--- src/asrs_pkg.sv ---
// Package for the adaptive silo rate switch: widths, register indexes,
// reset values and the type handed from cell to cell.
// No dependencies.
`default_nettype none

package asrs_pkg;

    localparam int UNITS   = 8;    // number of cells in the row (1 to 32)
    localparam int CNT_W   = 16;   // character count and smoothed rate width
    localparam int THR_W   = 16;   // threshold register width
    localparam int MASK_W  = 8;    // active mask and reported silo mask width
    localparam int UNIT_W  = 3;    // unit field width
    localparam int IDX_W   = 2;    // configuration index width
    localparam int SDATA_W = 8;    // input tdata width
    localparam int MDATA_W = 16;   // output tdata width

    // configuration register indexes
    localparam logic [IDX_W-1:0] CFG_HIGH   = 2'd0;
    localparam logic [IDX_W-1:0] CFG_LOW    = 2'd1;
    localparam logic [IDX_W-1:0] CFG_ACTIVE = 2'd2;

    // command codes carried in tuser
    localparam logic CMD_CHAR = 1'b0;
    localparam logic CMD_TICK = 1'b1;

    localparam logic [THR_W-1:0]  HIGH_RESET = 16'd100;
    localparam logic [THR_W-1:0]  LOW_RESET  = 16'd75;
    localparam logic [MASK_W-1:0] ACTIVE_RESET = 8'd0;

    // running OR of silo bits along the row, before and after a tick
    typedef struct packed {
        logic any_before;
        logic any_after;
    } t_chain;

endpackage

`default_nettype wire

--- src/asrs_cell.sv ---
// One unit of the rate switch row: character count, smoothed rate, silo bit.
// Depends on asrs_pkg.
`default_nettype none

module asrs_cell (
    input  wire logic                      i_clk,
    input  wire logic                      i_rst_n,
    input  wire logic                      i_inc,
    input  wire logic                      i_tick,
    input  wire logic [asrs_pkg::THR_W-1:0] i_high,
    input  wire logic [asrs_pkg::THR_W-1:0] i_low,
    input  wire asrs_pkg::t_chain          i_chain,
    output asrs_pkg::t_chain               o_chain,
    output logic                           o_silo
);

    logic [asrs_pkg::CNT_W-1:0] r_count, n_count;
    logic [asrs_pkg::CNT_W-1:0] r_rate,  n_rate;
    logic                       r_en,    n_en;
    logic [asrs_pkg::CNT_W+3:0] w_sum;
    logic [asrs_pkg::CNT_W-1:0] w_rate_new;
    logic                       w_en_new;
    logic                       w_en_post;

    // 7*rate + count, then divide by 8
    assign w_sum      = {1'b0, r_rate, 3'b000} - {4'd0, r_rate} + {4'd0, r_count};
    assign w_rate_new = w_sum[asrs_pkg::CNT_W+2:3];

    always_comb begin
        if (r_count > i_high && !r_en) begin
            w_en_new = 1'b1;
        end else if (r_en && w_rate_new < i_low) begin
            w_en_new = 1'b0;
        end else begin
            w_en_new = r_en;
        end
    end

    always_comb begin
        n_count = r_count;
        n_rate  = r_rate;
        n_en    = r_en;
        if (i_tick) begin
            n_count = '0;
            n_rate  = w_rate_new;
            n_en    = w_en_new;
        end else if (i_inc && r_count != '1) begin
            n_count = r_count + 1'b1;
        end
    end

    always_ff @(posedge i_clk) begin
        if (!i_rst_n) begin
            r_count <= '0;
            r_rate  <= '0;
            r_en    <= 1'b0;
        end else begin
            r_count <= n_count;
            r_rate  <= n_rate;
            r_en    <= n_en;
        end
    end

    // silo bit as it stands after this cycle's tick, if any
    assign w_en_post          = i_tick ? w_en_new : r_en;
    assign o_chain.any_before = i_chain.any_before | r_en;
    assign o_chain.any_after  = i_chain.any_after  | w_en_post;
    assign o_silo             = w_en_post;

    a_count_cleared: assert property (@(posedge i_clk) disable iff (!i_rst_n)
        i_tick |=> r_count == '0)
        else $error("count not cleared by tick");

    a_rise_needs_count: assert property (@(posedge i_clk) disable iff (!i_rst_n)
        $rose(r_en) |-> $past(i_tick) && $past(r_count > i_high))
        else $error("silo enabled without count over high threshold");

    a_count_holds_max: assert property (@(posedge i_clk) disable iff (!i_rst_n)
        !i_tick && r_count == '1 |=> r_count == '1)
        else $error("count left its maximum without a tick");

endmodule

`default_nettype wire

--- src/adaptive_silo_rate_switch.sv ---
// Adaptive silo rate switch top level: stream ports, configuration registers,
// row of asrs_cell units and output register. Depends on asrs_pkg, asrs_cell.
//
// Use:
//   Input stream (i_s_*): one transaction per event. tuser[0] is the command:
//   0 counts a received character on the unit in tdata[2:0], 1 is the
//   once-per-second scan tick. A character transaction yields no output.
//   Output stream (o_m_*): one transaction per tick, carrying the silo mask
//   after the tick and the fast timer start flag (mask went empty to
//   non-empty).
//   Configuration channel (i_cfg_*): index 0 high threshold, 1 low threshold,
//   2 active mask; other indexes are dropped. Always ready; write only idle.
//   Throughput: one transaction per cycle unless stalled. Every unit is a cell
//   of the row and updates in the same cycle; the silo OR passes cell to cell.
//   Output: a tick result is on the output in the cycle after acceptance.
//   Stall: while an undelivered result sits in the output register and the
//   receiver holds tready low, o_s_tready drops and the input waits.
//   Reset (synchronous, active low): thresholds return to 100 and 75,
//   active mask, counts, rates, silo bits and the output valid flag clear.
`default_nettype none

module adaptive_silo_rate_switch (
    input  wire logic                          i_clk,
    input  wire logic                          i_rst_n,
    // input stream
    input  wire logic                          i_s_tvalid,
    output logic                               o_s_tready,
    input  wire logic [asrs_pkg::SDATA_W-1:0]  i_s_tdata,  // [2:0] unit
    input  wire logic [0:0]                    i_s_tuser,  // [0] cmd
    // output stream
    output logic                               o_m_tvalid,
    input  wire logic                          i_m_tready,
    output logic [asrs_pkg::MDATA_W-1:0]       o_m_tdata,  // [7:0] silo_mask, [8] fast_timer_start
    // configuration write channel
    input  wire logic                          i_cfg_valid,
    output logic                               o_cfg_ready,
    input  wire logic [asrs_pkg::IDX_W-1:0]    i_cfg_index,
    input  wire logic [asrs_pkg::THR_W-1:0]    i_cfg_data
);

    localparam int U = asrs_pkg::UNITS;

    logic [asrs_pkg::THR_W-1:0]  r_high;
    logic [asrs_pkg::THR_W-1:0]  r_low;
    logic [asrs_pkg::MASK_W-1:0] r_active;

    logic                        r_out_valid;
    logic [asrs_pkg::MASK_W-1:0] r_out_mask;
    logic                        r_out_fts;

    logic                        w_s_fire;
    logic                        w_tick;
    logic                        w_char;
    logic [asrs_pkg::UNIT_W-1:0] w_unit;

    asrs_pkg::t_chain            w_chain [0:U];
    logic [U-1:0]                w_silo;
    logic [asrs_pkg::MASK_W-1:0] w_mask;
    logic [asrs_pkg::MASK_W-1:0] w_silo_low;

    // accept input whenever the output slot is free or is being drained
    assign o_s_tready = !r_out_valid || i_m_tready;
    assign w_s_fire   = i_s_tvalid && o_s_tready;
    assign w_tick     = w_s_fire && (i_s_tuser[0] == asrs_pkg::CMD_TICK);
    assign w_char     = w_s_fire && (i_s_tuser[0] == asrs_pkg::CMD_CHAR);
    assign w_unit     = i_s_tdata[asrs_pkg::UNIT_W-1:0];

    // configuration registers
    assign o_cfg_ready = 1'b1;

    always_ff @(posedge i_clk) begin
        if (!i_rst_n) begin
            r_high   <= asrs_pkg::HIGH_RESET;
            r_low    <= asrs_pkg::LOW_RESET;
            r_active <= asrs_pkg::ACTIVE_RESET;
        end else if (i_cfg_valid) begin
            case (i_cfg_index)
                asrs_pkg::CFG_HIGH:   r_high   <= i_cfg_data;
                asrs_pkg::CFG_LOW:    r_low    <= i_cfg_data;
                asrs_pkg::CFG_ACTIVE: r_active <= i_cfg_data[asrs_pkg::MASK_W-1:0];
                default: ;  // drop writes beyond the register list
            endcase
        end
    end

    // row of cells; the silo OR enters empty at the head of the row
    assign w_chain[0] = '0;

    for (genvar u = 0; u < U; u++) begin : g_cell
        logic w_inc;
        if (u < asrs_pkg::MASK_W) begin : g_act
            // only units covered by the active mask ever count
            assign w_inc = w_char && r_active[u] &&
                           (w_unit == asrs_pkg::UNIT_W'(u));
        end else begin : g_inact
            assign w_inc = 1'b0;
        end

        asrs_cell u_cell (
            .i_clk   (i_clk),
            .i_rst_n (i_rst_n),
            .i_inc   (w_inc),
            .i_tick  (w_tick),
            .i_high  (r_high),
            .i_low   (r_low),
            .i_chain (w_chain[u]),
            .o_chain (w_chain[u+1]),
            .o_silo  (w_silo[u])
        );
    end

    // report only the low byte of the silo bits
    for (genvar b = 0; b < asrs_pkg::MASK_W; b++) begin : g_mask
        if (b < U) begin : g_on
            assign w_mask[b] = w_silo[b];
        end else begin : g_off
            assign w_mask[b] = 1'b0;
        end
    end

    assign w_silo_low = w_mask;

    // output register
    always_ff @(posedge i_clk) begin
        if (!i_rst_n) begin
            r_out_valid <= 1'b0;
        end else if (w_tick) begin
            r_out_valid <= 1'b1;
        end else if (i_m_tready) begin
            r_out_valid <= 1'b0;
        end
    end

    always_ff @(posedge i_clk) begin
        if (w_tick) begin
            r_out_mask <= w_silo_low;
            r_out_fts  <= w_chain[U].any_after && !w_chain[U].any_before;
        end
    end

    assign o_m_tvalid = r_out_valid;
    assign o_m_tdata  = {{(asrs_pkg::MDATA_W - asrs_pkg::MASK_W - 1){1'b0}},
                         r_out_fts, r_out_mask};

    a_tick_gives_result: assert property (@(posedge i_clk) disable iff (!i_rst_n)
        w_tick |=> o_m_tvalid)
        else $error("tick produced no result");

    a_char_no_result: assert property (@(posedge i_clk) disable iff (!i_rst_n)
        w_char |=> !o_m_tvalid || $past(r_out_valid && !i_m_tready))
        else $error("character event produced a result");

    a_fts_mask: assert property (@(posedge i_clk) disable iff (!i_rst_n)
        o_m_tvalid && r_out_fts |-> r_out_mask != '0)
        else $error("fast timer start with empty mask");

endmodule

`default_nettype wire

--- config.mk ---
export PLATFORM = sky130hd
export DESIGN_NAME = adaptive_silo_rate_switch
export DESIGN_NICKNAME = d
export VERILOG_FILES = /design/src/asrs_pkg.sv /design/src/asrs_cell.sv /design/src/adaptive_silo_rate_switch.sv
export SDC_FILE = /design/constraint.sdc
export NUM_CORES = 1
export LEC_CHECK = 0
export BUFFER_PORTS_ARGS = -buffer_cell sky130_fd_sc_hd__buf_2
export CAP_MARGIN = 20
export CORE_ASPECT_RATIO = 0.7
export CORE_MARGIN = 2
export CORE_UTILIZATION = 40
export CTS_BUF_LIST = sky130_fd_sc_hd__clkbuf_8
export DETAILED_ROUTE_END_ITERATION = 12
export GPL_TIMING_DRIVEN = 0
export PLACE_DENSITY = 0.64
export SLEW_MARGIN = 20
export SYNTH_ARGS = -nofsm -noshare
export SYNTH_HDL_FRONTEND = slang
export SYNTH_HIERARCHICAL = 1
export SYNTH_SLANG_ARGS = --single-unit
--- constraint.sdc ---
create_clock -name i_clk -period 6.4 [get_ports i_clk]
set_clock_uncertainty 0.1 [all_clocks]
set_input_delay 1.28 -clock i_clk [delete_from_list [all_inputs] [get_ports i_clk]]
set_output_delay 1.28 -clock i_clk [all_outputs]
set_load 0.05 [all_outputs]
==> impl_metrics.json, run 1 <==
{
  "reg2reg_slack_ps": -30,
  "vias_per_cell": 5.45,
  "cts.htree.levels": 2,
  "yosys.area.top_type": "dfxtp_1",
  "antenna_found_initial": 1,
  "post-route-min-period_ps": 6430,
  "cap_violations": 0,
  "seq_area_sq_um": 6400,
  "initialDrtViolationCount": 2332,
  "synthArstFlopShare_pct": 0,
  "areaGrowthSynthToFinish_pct": 9.69,
  "cts.sinks": 314,
  "wl_per_cell_um": 18.6,
  "grt_usage_pct": 23.2,
  "worstPathArrival_ps": 6760,
  "drt.antenna.violating_nets": 0,
  "post-place-cells": 4691,
  "path_clk_slew_ps": 60,
  "violations": "negative setup slack",
  "fin_area_sq_um": 32500,
  "grt_max_degree": 43,
  "fin_nets": 4319,
  "yosysSeqAreaShare_pct": 21.5,
  "stdcell_count": 4796,
  "drc": 0,
  "cp_num_cells": 28,
  "cp-endpoint": "r_out_fts$_DFFE_PP_",
  "clk_path_buf_depth": 3,
  "status": "finished, violations left",
  "grt_pass1_wl_mm": 138,
  "endpoint_kind": "register",
  "dp_hpwl_mm": 68.1,
  "cp_num_buf_inv": 2,
  "cts_tree": "done",
  "synth_commonest_cells": "inv_1 (704), ha_1 (400), dfxtp_1 (305)",
  "netlist_area_sq_um": 29700,
  "cts-root-buf": "clkbuf_8",
  "placed_area_sq_um": 31200,
  "slowest_delay_ps": 560,
  "n_fill_cell": 7403,
  "setup_ws_ps": -30.4,
  "cp.required_ps": 6730,
  "top_level_ports": 51,
  "worst_slew_pin_slew_ps": 1200,
  "multi_input_area_sq_um": 20400,
  "post-place-ws_ps": -502,
  "power_leakage_uw": 0.0143,
  "syn_avg_cell_area_sq_um": 8.09,
  "rows": 83,
  "fin_crit_sh_pct": 100,
  "hp-class": "reg2reg",
  "vias": 26100,
  "cp_top_family": "simple AND/OR/NAND/NOR gates",
  "firstDrtPassIters": 5,
  "slowest_stage": "fa_1",
  "synth-edff-count": 9,
  "setup_violations": 1,
  "die_w_um": 330,
  "cp-start-kind": "register",
  "crit_start": "g_cell[0].u_cell/r_count[7]$_SDFFE_PP0P_",
  "cp_common_cell": "a22oi_2",
  "worst_skew_pair.late_latency_ps": 730,
  "synth_flop_cell": "dfxtp_1",
  "r2r-start": "g_cell[0].u_cell/r_count[7]$_SDFFE_PP0P_",
  "r2r_cells": 28,
  "grt_pass1_vias": 24100,
  "design.core.area_sq_um": 73300,
  "r2r-end": "r_out_fts$_DFFE_PP_",
  "crit_type": "reg2reg",
  "vdd_drop_max_uv": 556,
  "ys_seq_elements": 314,
  "hold_violations": 0,
  "detail_route.wirelength_mm": 89.2,
  "synth.most_common_cell": "inv_1",
  "start_util_pct": 40.5,
  "die_area_sq_um": 76400,
  "insertedDiodeCount": 0,
  "slew_headroom_pct": 19.6,
  "place_congestion": 0.907,
  "yosysWarnings": 6,
  "cts_buffers": 54,
  "synth_cell_types": 102,
  "synthTopCellsByArea": "dfxtp_1 (21%), ha_1 (17%), inv_1 (8.9%)",
  "clock.fmax_ghz": 0.156,
  "slew_violations": 0,
  "finalPower_uw": 19300,
  "power_density_nw_per_um2": 593,
  "rsz0062_at_grt": "yes",
  "port_buffers": 37,
  "synthCells": 3666,
  "die_y_um": 232,
  "final_layout_size_suffix_gt1_share_pct": 8.20,
  "overflow": 0,
  "yosysTopAreaCellShare_pct": 20.6,
  "crit_fanout": 5
}
registers in the layout, indices dropped and copies added, names as in the netlist:
register,count
r_out_fts,1
o_m_tvalid,1
r_active,8
r_low,16
g_cell.u_cell/r_count,128
r_out_mask,8
g_cell.u_cell/r_en,8
r_high,16
g_cell.u_cell/r_rate,128
placed cells by master, fill, tap and decap left out, types with 12 or more instances in the layout:
cell | synthesis | routed
mux2i_1 | 36 | 36
and4_1 | 18 | 18
and3_1 | 56 | 55
clkbuf_8 | 1 | 65
o22ai_1 | 12 | 12
ha_1 | 400 | 393
a21oi_1 | 180 | 176
o21ai_0 | 116 | 116
nand2_1 | 202 | 202
or2_2 | 26 | 26
a21o_1 | 60 | 60
clkbuf_1 | 32 | 32
fa_1 | 104 | 104
nor2b_1 | 31 | 30
dfxtp_1 | 305 | 291
buf_2 | 12 | 46
inv_1 | 704 | 712
nor2_1 | 268 | 266
o41ai_1 | 16 | 16
or3_1 | 29 | 29
o211ai_1 | 26 | 26
nand2b_1 | 30 | 29
xnor2_1 | 171 | 171
a211oi_1 | 38 | 36
a22o_1 | 45 | 45
and2_1 | 19 | 19
nand4_1 | 76 | 76
nor3_1 | 60 | 60
o21bai_1 | 30 | 29
buf_4 | 9 | 25
a31oi_1 | 28 | 28
nand3_1 | 151 | 150
xor2_1 | 56 | 56
o21a_1 | 28 | 28
report_power, final:
| part | leakage (uW) | switching (uW) | internal (uW) |
|---|---|---|---|
| registers | 0.00257 | 342 | 2260 |
| logic | 0.0111 | 8490 | 6290 |
| clock network | 0.000606 | 950 | 951 |
metal layers:
metal  up-vias  routed length (um)  global-route usage [%]
li1      12900                   -                       -
met1     12200               44500                    35.5
met4         2                1620                    5.06
met5         -                  80                   0.703
met3        98                9800                    7.11
met2       937               33200                    31.1
kinds of logic (layout without fill, tap and decap cells):
logic type | count (synthesis) | count (layout) | share of synthesized area [%]
buffers and inverters | 783 | 927 | 10.3
AOI/OAI and AO/OA | 776 | 776 | 19.0
muxes | 36 | 36 | 1.21
and+or+nand+nor | 1024 | 1024 | 17.3
adders and majority gates | 504 | 504 | 23.9
xor gates and xnor gates | 227 | 227 | 6.70
other | 2 | 11 | 0.0253
DFF | 314 | 314 | 21.5
through the flow:
stage	hold slack [ps]	util (%)	TNS (ps)
final	378	44.4	-30.4
after CTS	380	44.2	-191
after global routing	401	44.4	-269
after detailed placement	361	42.5	-502
after floorplan	342	-	0
after global placement	355	42.4	-720
worst min path at each step:
stage,slack (ps),endpoint,from,cells past startpoint
2_1_floorplan,340,g_cell[0].u_cell/r_rate[3]$_SDFFE_PN0P_,g_cell[0].u_cell/r_rate[3]$_SDFFE_PN0P_,1
3_3_place_gp,350,r_active[4]$_SDFFE_PN0P_,r_active[4]$_SDFFE_PN0P_,2
3_5_place_dp,360,g_cell[7].u_cell/r_rate[3]$_SDFFE_PN0P_,g_cell[7].u_cell/r_rate[3]$_SDFFE_PN0P_,1
4_1_cts,380,r_active[5]$_SDFFE_PN0P_,r_active[5]$_SDFFE_PN0P_,2
5_1_grt,400,g_cell[6].u_cell/r_rate[3]$_SDFFE_PN0P_,g_cell[6].u_cell/r_rate[3]$_SDFFE_PN0P_,1
6_report,380,g_cell[6].u_cell/r_rate[3]$_SDFFE_PN0P_,g_cell[6].u_cell/r_rate[3]$_SDFFE_PN0P_,1
repair_timing:
action | CTS | global route
setup endpoints to repair | 1 | 1
pin swaps | 20 | 28
hold buffers | 0 | 0
endpoints found under the hold margin | 0 | 0
resized for setup | 41 | 22
setup buffers | 7 | 7
cell type report:
class	instances	area share (%)
multi-input cells	2578	62.8
flip-flops and latches	314	19.7
inverters	709	8.19
well taps	977	3.76
clock buffers	64	2.71
plain buffers	73	1.25
repair buffers	53	1.05
clock inverters	28	0.561
(Power assumes the default switching activity.)
==> inputs of run 2 (changes only) <==
Settings changed: BUFFER_PORTS_ARGS -buffer_cell sky130_fd_sc_hd__buf_2 to -buffer_cell sky130_fd_sc_hd__buf_4, CORE_UTILIZATION 40 to 45, PLACE_DENSITY 0.64 to 0.72.
Clock period 6.4 ns to 5.18 ns, I/O delays scaled along.
==> run 2 against run 1 <==
Effect of this change:
- the run still ends with negative setup slack left
- register-to-register slack lost 1000 ps
- sequential power rose by 24%
- utilization up 5.8 points
- sequential share of layout area about the same
- maximum frequency is 3.1% higher
- first-iteration DRC count up 15%
- combinational power rose by 24%
- wire length decreased by 2.0%
- worst hold slack worse by 1.6 ps
- non-clock buffer count is 3 higher
==> impl_metrics.json, run 2 (synthesized netlist as in run 1, its figures left out) <==
{
  "status": "finished, violations left",
  "violations": "negative setup slack",
  "firstDrtPassIters": 6,
  "final_common_cell": "inv_1",
  "antenna_found_initial": 0,
  "fin_nets": 4319,
  "setup_ws_ps": -1060,
  "overflow": 0,
  "crit_fanout": 7,
  "areaGrowthSynthToFinish_pct": 9.94,
  "worst_slew_pin_slew_ps": 1210,
  "top_level_ports": 51,
  "port_buffers": 37,
  "met1Wirelength_mm": 41.5,
  "cts_buffers": 51,
  "dp_hpwl_mm": 66.0,
  "cp.required_ps": 5510,
  "slew_headroom_pct": 19.4,
  "placed_area_sq_um": 31200,
  "clk_path_buf_depth": 3,
  "design.core.area_sq_um": 65000,
  "fin_area_sq_um": 32600,
  "initialDrtViolationCount": 2678,
  "path_clk_slew_ps": 70,
  "mostFrequentLayoutCells": "inv_1 (715), ha_1 (393), dfxtp_1 (286)",
  "vias": 26400,
  "reg2reg_slack_ps": -1060,
  "slowest_delay_ps": 970,
  "post-route-min-period_ps": 6240,
  "slew_violations": 0,
  "n_fill_cell": 6195,
  "top_layer_used": "met4",
  "drt.antenna.violating_nets": 0,
  "die_y_um": 219,
  "worstPathArrival_ps": 6560,
  "hp-class": "reg2reg",
  "tns_ps": -1060,
  "rsz0062_at_grt": "yes",
  "reg_top3": "g_cell.u_cell/r_count: 128 flops, g_cell.u_cell/r_rate: 128 flops",
  "vdd_drop_max_uv": 511,
  "r2r_cells": 24,
  "crit_type": "reg2reg",
  "cts-root-buf": "clkbuf_8",
  "fin_util_pct": 50.2,
  "power_leakage_uw": 0.0144,
  "hold-path-cell-count": 1,
  "detail_route.wirelength_mm": 87.4,
  "cts.htree.levels": 2,
  "worst_skew_pair.late_latency_ps": 660,
  "route.met3.wl_mm": 10.7,
  "place_congestion": 0.912,
  "fin_crit_sh_pct": 120,
  "drc": 0,
  "grt_pass1_wl_mm": 137,
  "endpoint_kind": "register",
  "clock.fmax_ghz": 0.160,
  "cts_tree": "done",
  "start_util_pct": 45.6,
  "power_density_nw_per_um2": 737,
  "post-place-ws_ps": -1490,
  "final_layout_size_suffix_gt1_share_pct": 8.55,
  "die_area_sq_um": 68000,
  "hold_violations": 0,
  "vias_per_cell": 5.62,
  "grt_max_degree": 50,
  "crit_chain": "inv_1 -> fa_1 -> inv_1 -> ha_1 -> and3_1 -> or2_2 -> a31oi_1 -> a21oi_1 -> ha_1 -> a21o_1 -> a21o_1 -> a2111oi_0 -> a2111oi_0 -> a21oi_1 -> o21bai_1 -> o21bai_1 -> nand2b_4 -> nor2_4 -> a22oi_2 -> nor2_1 -> a22oi_1 -> nor2_1 -> a22oi_1 -> nor2b_1",
  "rows": 78,
  "grt_pass1_vias": 24400,
  "grt_usage_pct": 25.4,
  "die_w_um": 311,
  "met2_length_mm": 33.1,
  "wl_per_cell_um": 18.6,
  "cts.sinks": 314,
  "setup_violations": 1,
  "cp-start-kind": "register",
  "slowest_stage": "a2111oi_0",
  "cap_violations": 0
}
==> run 2: area by class of cell <==
type | instances | area, sq um | share of cell area [%]
multi-input cells | 2578 | 20500 | 62.8
flip-flops and latches | 314 | 6410 | 19.7
inverters | 709 | 2660 | 8.17
well taps | 880 | 1100 | 3.38
clock buffers | 64 | 881 | 2.70
repair buffers | 55 | 433 | 1.33
plain buffers | 74 | 418 | 1.28
clock inverters | 30 | 211 | 0.648
diodes | 1 | 2.50 | 0.00767
==> run 2: worst paths after layout <==
check,startpoint,end
max,g_cell[2].u_cell/r_count[6]$_SDFFE_PP0P_,r_out_fts$_DFFE_PP_
min,g_cell[0].u_cell/r_rate[3]$_SDFFE_PN0P_,g_cell[0].u_cell/r_rate[3]$_SDFFE_PN0P_
max reg2reg,g_cell[2].u_cell/r_count[6]$_SDFFE_PP0P_,r_out_fts$_DFFE_PP_
min reg2reg,g_cell[0].u_cell/r_rate[3]$_SDFFE_PN0P_,g_cell[0].u_cell/r_rate[3]$_SDFFE_PN0P_
==> run 2: per-stage QoR <==
stage / hold WS [ps] / std cells / total power (uW)
final: 376 / 4705 / 24100
after global routing: 395 / 4704 / 26500
after CTS: 379 / 4703 / 23600
after detailed placement: 359 / 4593 / 20800
after global placement: 356 / 4592 / 20400
after floorplan: 342 / 3675 / 17000
==> run 2: report_power, final <==
part / leakage (uW) / internal, uW / total [uW] / switching [uW]
clock network: 0.000628 / 1260 / 2420 / 1160
logic: 0.0112 / 7820 / 18400 / 10600
registers: 0.00258 / 2790 / 3230 / 434
total: 0.0144 / 11900 / 24100 / 12200
==> run 2: what timing repair did <==
action / CTS / global route
setup endpoints to repair: 1 / 7
resized for setup: 35 / 22
buffers inserted: 16 / 1
pin swaps: 16 / 2
hold buffers: 0 / 0
==> run 2: layer usage <==
layer | up-vias | global-route usage (%)
met2 | 1082 | 35.1
met3 | 132 | 7.76
met4 | 0 | 6.05
li1 | 12900 | -
met5 | - | 0
met1 | 12400 | 37.8
==> run 2: critical path, delay by kind of cell, from the launching register on <==
family | cells | cell delay (ps)
AOI/OAI and AO/OA | 12 | 2820
and+or+nand+nor | 7 | 1310
adders and majority gates | 3 | 1190
DFF | 1 | 460
buffers and inverters | 2 | 140
